$ cat config.mk
export PLATFORM = sky130hd
export DESIGN_NAME = sfd_rail
export DESIGN_NICKNAME = d
export VERILOG_FILES = /design/src/rtl/sfd_pkg.sv /design/src/rtl/sfd_rail.sv
export SDC_FILE = /design/constraint.sdc
export NUM_CORES = 2
export LEC_CHECK = 0
export BUFFER_PORTS_ARGS = -buffer_cell sky130_fd_sc_hd__buf_4
export CORE_UTILIZATION = 45
export CTS_CLUSTER_SIZE = 8
export DETAILED_ROUTE_END_ITERATION = 6
export PLACE_DENSITY_LB_ADDON = 0.1
export SYNTH_ARGS = -nofsm -noshare
export SYNTH_HDL_FRONTEND = slang
export SYNTH_SLANG_ARGS = --single-unit
$ cat constraint.sdc
create_clock -name clock -period 16.19 [get_ports clock]
set_input_delay 2.4285 -clock clock [delete_from_list [all_inputs] [get_ports clock]]
set_output_delay 2.4285 -clock clock [all_outputs]
set_load 0.05 [all_outputs]
$ cat src/rtl/sfd_pkg.sv
`default_nettype none

package sfd_pkg;

   localparam int SAMPLE_W          = 16;
   localparam int COEF_W            = 16;
   localparam int FRAC_BITS         = 15;
   localparam int COEF_STORED       = 10;
   localparam int COEF_IDX_W        = $clog2(COEF_STORED);
   localparam int TAP_COUNT_DEFAULT = 20;

   typedef logic signed [SAMPLE_W-1:0] sample_type;
   typedef logic signed [COEF_W-1:0]   coef_type;

   // Q1.15 coefficients, outermost tap first
   localparam coef_type COEF_TAB [COEF_STORED] = '{
      16'sd340,   16'sd776,   16'sd320,   -16'sd885,  -16'sd2941,
      -16'sd3616, -16'sd1699, 16'sd5076,  16'sd18643, 16'sd25965
   };

   typedef struct packed {
      sample_type early_i;
      sample_type early_q;
      sample_type late_i;
      sample_type late_q;
   } req_payload_type;

   typedef struct packed {
      sample_type out_i;
      sample_type out_q;
   } rsp_payload_type;

   // advance enables for the filter pipeline stages
   typedef struct packed {
      logic prod_en;
      logic part_en;
      logic out_en;
   } stage_en_type;

   // symmetric coefficient for tap k; inner taps beyond the table are zero
   function automatic coef_type coef_at(input int k, input int taps);
      int j;
      int c;
      j = taps - 1 - k;
      c = (k < j) ? k : j;
      if (c < 0 || c >= COEF_STORED) begin
         return '0;
      end
      return COEF_TAB[c[COEF_IDX_W-1:0]];
   endfunction

endpackage

`default_nettype wire

$ cat src/rtl/sfd_rail.sv
`default_nettype none

module sfd_rail
   import sfd_pkg::*;
#(
   parameter int TAP_COUNT = TAP_COUNT_DEFAULT
) (
   input  wire logic         clock,
   input  wire stage_en_type stage_en,
   input  wire sample_type   window [TAP_COUNT],
   output sample_type        result
);

   localparam int PAIRS  = (TAP_COUNT + 1) / 2;
   localparam int GROUPS = (PAIRS + 3) / 4;
   localparam int PRE_W  = SAMPLE_W + 1;
   localparam int PROD_W = PRE_W + COEF_W;
   localparam int PART_W = PROD_W + 2;
   localparam int ACC_W  = PART_W + $clog2(GROUPS) + 1;

   localparam logic signed [ACC_W-1:0] ROUND_C = ACC_W'(1 << (FRAC_BITS - 1));
   localparam logic signed [ACC_W-1:0] SAT_HI  = ACC_W'((1 << (SAMPLE_W - 1)) - 1);
   localparam logic signed [ACC_W-1:0] SAT_LO  = ~SAT_HI;

   logic signed [PRE_W-1:0]  pre_sum [PAIRS];
   logic signed [PROD_W-1:0] prod_in [PAIRS];
   logic signed [PROD_W-1:0] prod_ff [PAIRS];
   logic signed [PART_W-1:0] part_in [GROUPS];
   logic signed [PART_W-1:0] part_ff [GROUPS];
   logic signed [ACC_W-1:0]  acc;
   logic signed [ACC_W-1:0]  rounded;
   sample_type               result_in;
   sample_type               result_ff;

   // fold mirrored taps, then scale by the shared coefficient
   always_comb begin
      for (int k = 0; k < PAIRS; k++) begin
         if (k == TAP_COUNT - 1 - k) begin
            pre_sum[k] = PRE_W'(window[k]);
         end else begin
            pre_sum[k] = PRE_W'(window[k]) + PRE_W'(window[TAP_COUNT - 1 - k]);
         end
         prod_in[k] = PROD_W'(pre_sum[k]) * PROD_W'(coef_at(k, TAP_COUNT));
      end
   end

   // partial sums over groups of four products
   always_comb begin
      for (int g = 0; g < GROUPS; g++) begin
         part_in[g] = '0;
         for (int m = 0; m < 4; m++) begin
            if (g * 4 + m < PAIRS) begin
               part_in[g] = part_in[g] + PART_W'(prod_ff[g * 4 + m]);
            end
         end
      end
   end

   // final sum, round half up, saturate
   always_comb begin
      acc = '0;
      for (int g = 0; g < GROUPS; g++) begin
         acc = acc + ACC_W'(part_ff[g]);
      end
      rounded = (acc + ROUND_C) >>> FRAC_BITS;
      if (rounded > SAT_HI) begin
         result_in = SAMPLE_W'(SAT_HI);
      end else if (rounded < SAT_LO) begin
         result_in = SAMPLE_W'(SAT_LO);
      end else begin
         result_in = SAMPLE_W'(rounded);
      end
   end

   always_ff @(posedge clock) begin
      if (stage_en.prod_en) begin
         prod_ff <= prod_in;
      end
      if (stage_en.part_en) begin
         part_ff <= part_in;
      end
      if (stage_en.out_en) begin
         result_ff <= result_in;
      end
   end

   assign result = result_ff;

endmodule

`default_nettype wire

==> flow_metrics.tcl <==
set metrics [dict create \
    status "completed" \
    drcViolationCount 0 \
    dpl.hpwl_um 115000 \
    max_freq_mhz 97.0 \
    slew-limit-headroom_pct 19.5 \
    clk_latency_ps 640 \
    cts_max_level 2 \
    antenna_found_initial 6 \
    critPathLaunchType "primary input" \
    min_from "prod_ff[199]$_DFFE_PP_" \
    gp_congestion 0.875 \
    path_clk_slew_ps 50 \
    worstHoldPathType "flop to flop" \
    cts_resized 0 \
    drv_cap 0 \
    dr.pass1.iters 5 \
    die_y_um 367 \
    fill_cells 12200 \
    initial_core_util_pct 45.5 \
    drt_iter0_markers 2056 \
    synthFlopType "edfxtp_1" \
    yosysWarnings 0 \
    yosysSeqAreaShare_pct 19.6 \
    io_pins 340 \
    vias 41400 \
    synth_nets 7972 \
    multiInputGateArea_um2 44500 \
    synth-async-reset-ratio_pct 0 \
    synth.distinct_cells 80 \
    reg2reg_to "result[4]$_SDFFCE_PN1P_" \
    synthTopCellsByArea "ha_1 (25%), fa_1 (21%), edfxtp_1 (20%)" \
    crit_type "primary input to flop" \
    cts_root_buf "clkbuf_16" \
    fin_crit_sh_pct 63.7 \
    mappedNetlistArea_um2 59900 \
    arrival_ps 10680 \
    r2r_cells 13 \
    core.rowCount 133 \
    die-width_um 367 \
    drive_gt1_share_pct 7.63 \
    fin_nets 8359 \
    wire_per_inst_um 16.8 \
    setup_viol 0 \
    fin_crit_ps 10310 \
    rsz0062_at_grt "no" \
    wirelength_um 134000 \
    hold_viol 0 \
    tightest_slew_ps 1190 \
    dieArea_um2 135000 \
    drv_slew 0 \
    cts_post_setup_buffers_inserted 0 \
    cts_buffers 57 \
    skew_ps 62.2 \
    clk_path_buf_depth 3 \
    setup_tns_ps 0 \
    grt-ovfl-total 0 \
    tritoncts "done" \
    crit_required_ps 16560 \
    grt_max_degree 73 \
    endpoint_kind "flop" \
    postRouteAntennaNets 0 \
    critPathMaxFanout 15 \
    grt_pass1_vias 43000 \
    regToRegSetupSlack_ps 10510 \
    yosysTopAreaCell "ha_1" \
    ys_ff_latch 392 \
    min_to "part_ff[71]$_DFFE_PP_" \
    r2r_start "part_ff[13]$_DFFE_PP_" \
    netlist.area_leader.share_pct 25.4 \
    synth-edff-count 392 \
    vias_per_cell 5.21 \
    whs_path_depth 0 \
    cts_hold_buf 0 \
    port_buffers 339 \
    syn_inst 5792 \
    grt_pass1_wl_um 222000 \
    core_area_um2 132000 \
    syn2layout_area_growth_pct 10.6 \
    grt_usage_pct 20.3 \
    seq_area_um2 11800 \
    avgSynthCellArea_um2 10.4 \
    clkSinkCount 392 \
]
-- worst max-delay path, stage by stage --
cell,delay [ps]
buf_4,110
ha_1,300
a211oi_1,240
nor2_1,110
o41ai_1,560
o2111ai_1,350
nand4_1,200
nand4_1,570
ha_1,570
fa_1,470
ha_1,320
fa_1,470
fa_1,550
inv_1,60
fa_1,530
inv_1,40
ha_1,330
a21o_1,190
a211o_1,350
a2111oi_4,390
o31a_2,230
a211oi_1,90
a41o_1,280
or4_4,430
a2111o_1,380
o311a_1,120
-- worst max-delay path by stage --
stage | slack (ps) | endpoint | start | cells after the start
6_report | 5880 | prod_ff[65]$_DFFE_PP_ | window[129] | 26
5_1_grt | 5400 | prod_ff[126]$_DFFE_PP_ | window[96] | 34
4_1_cts | 5860 | prod_ff[65]$_DFFE_PP_ | window[129] | 26
3_5_place_dp | 5220 | prod_ff[65]$_DFFE_PP_ | window[129] | 26
3_3_place_gp | 5280 | prod_ff[65]$_DFFE_PP_ | window[129] | 26
2_1_floorplan | 5500 | prod_ff[65]$_DFFE_PP_ | window[128] | 30
-- per-stage QoR --
stage	setup slack (ps)	std cells	cell area [um2]	hold slack, ps	util (%)
finish	5880	7946	66300	441	50.3
global route	5400	7945	66300	448	50.3
CTS	5860	7945	66300	442	50.3
detailed placement	5220	7875	64700	419	49.1
global placement	5280	7875	64700	406	49.1
floorplan	5500	5792	60000	400	-
-- kinds of logic (layout without fill, tap and decap cells) --
logic type	count (synthesis)	after routing	share of synthesized area [%]
AO/OA/AOI/OAI	1085	1085	11.9
XOR/XNOR	507	507	7.43
adder cells (fa/ha/maj)	1856	1856	46.7
buffers and inverters	981	1379	6.14
flip-flops	392	392	19.6
multiplexers	28	28	0.480
other	0	1	0
AND/OR/NAND/NOR	943	943	7.63
-- sequential cells by signal, summed over array words and instances, names as in the netlist --
name,cells
prod_ff,278
result,16
part_ff,98
-- final cells by class --
| type | count | area share [%] |
|---|---|---|
| Tap cell | 1755 | 3.31 |
| Sequential cell | 392 | 17.8 |
| Clock inverter | 11 | 0.213 |
| Multi-Input combinational cell | 4419 | 67.1 |
| Inverter | 957 | 5.42 |
| Antenna cell | 1 | 0.00377 |
| Clock buffer | 59 | 2.16 |
| Timing Repair Buffer | 352 | 4.00 |
-- cell usage after synthesis, types with 17 or more instances --
library cell and count:
a21o_1 147, o211ai_1 19, inv_1 957, nand4_1 21
a31oi_1 38, nor2b_1 60, o21a_1 51, nand3_1 90
o31ai_1 17, or3_1 29, xnor2_1 345, o41ai_1 19
nor3_1 108, nand2_1 193, a211oi_1 45, o21bai_1 74
o21ai_0 178, a21oi_1 311, fa_1 639, mux2i_1 22
edfxtp_1 392, and3_1 50, or2_2 26, ha_1 1217
xor2_1 161, clkbuf_1 22, nor2_1 266, nand2b_1 42
-- routing by layer --
layer  wire, um  GRT usage, %
met5          9             0
met4       1530          2.82
met3       5030          2.35
met2      61000          33.3
met1      66200          29.3
-- placed cells by master, fill, tap and decap left out, types with 17 or more instances in the layout --
cell type / Yosys / final
ha_1: 1217 / 1217
inv_1: 957 / 957
fa_1: 639 / 639
edfxtp_1: 392 / 392
buf_4: 0 / 351
xnor2_1: 345 / 345
a21oi_1: 311 / 311
nor2_1: 266 / 266
nand2_1: 193 / 193
o21ai_0: 178 / 178
xor2_1: 161 / 161
a21o_1: 147 / 147
nor3_1: 108 / 108
nand3_1: 90 / 90
o21bai_1: 74 / 73
nor2b_1: 60 / 60
clkbuf_16: 0 / 57
o21a_1: 51 / 51
and3_1: 50 / 50
a211oi_1: 45 / 45
nand2b_1: 42 / 42
a31oi_1: 38 / 38
or3_1: 29 / 29
or2_2: 26 / 26
mux2i_1: 22 / 22
nand4_1: 21 / 21
o211ai_1: 19 / 19
o41ai_1: 19 / 18
o31ai_1: 17 / 17
Power is not shown: default switching activity piles up to over one toggle a cycle in this logic, so the estimate is an artifact.
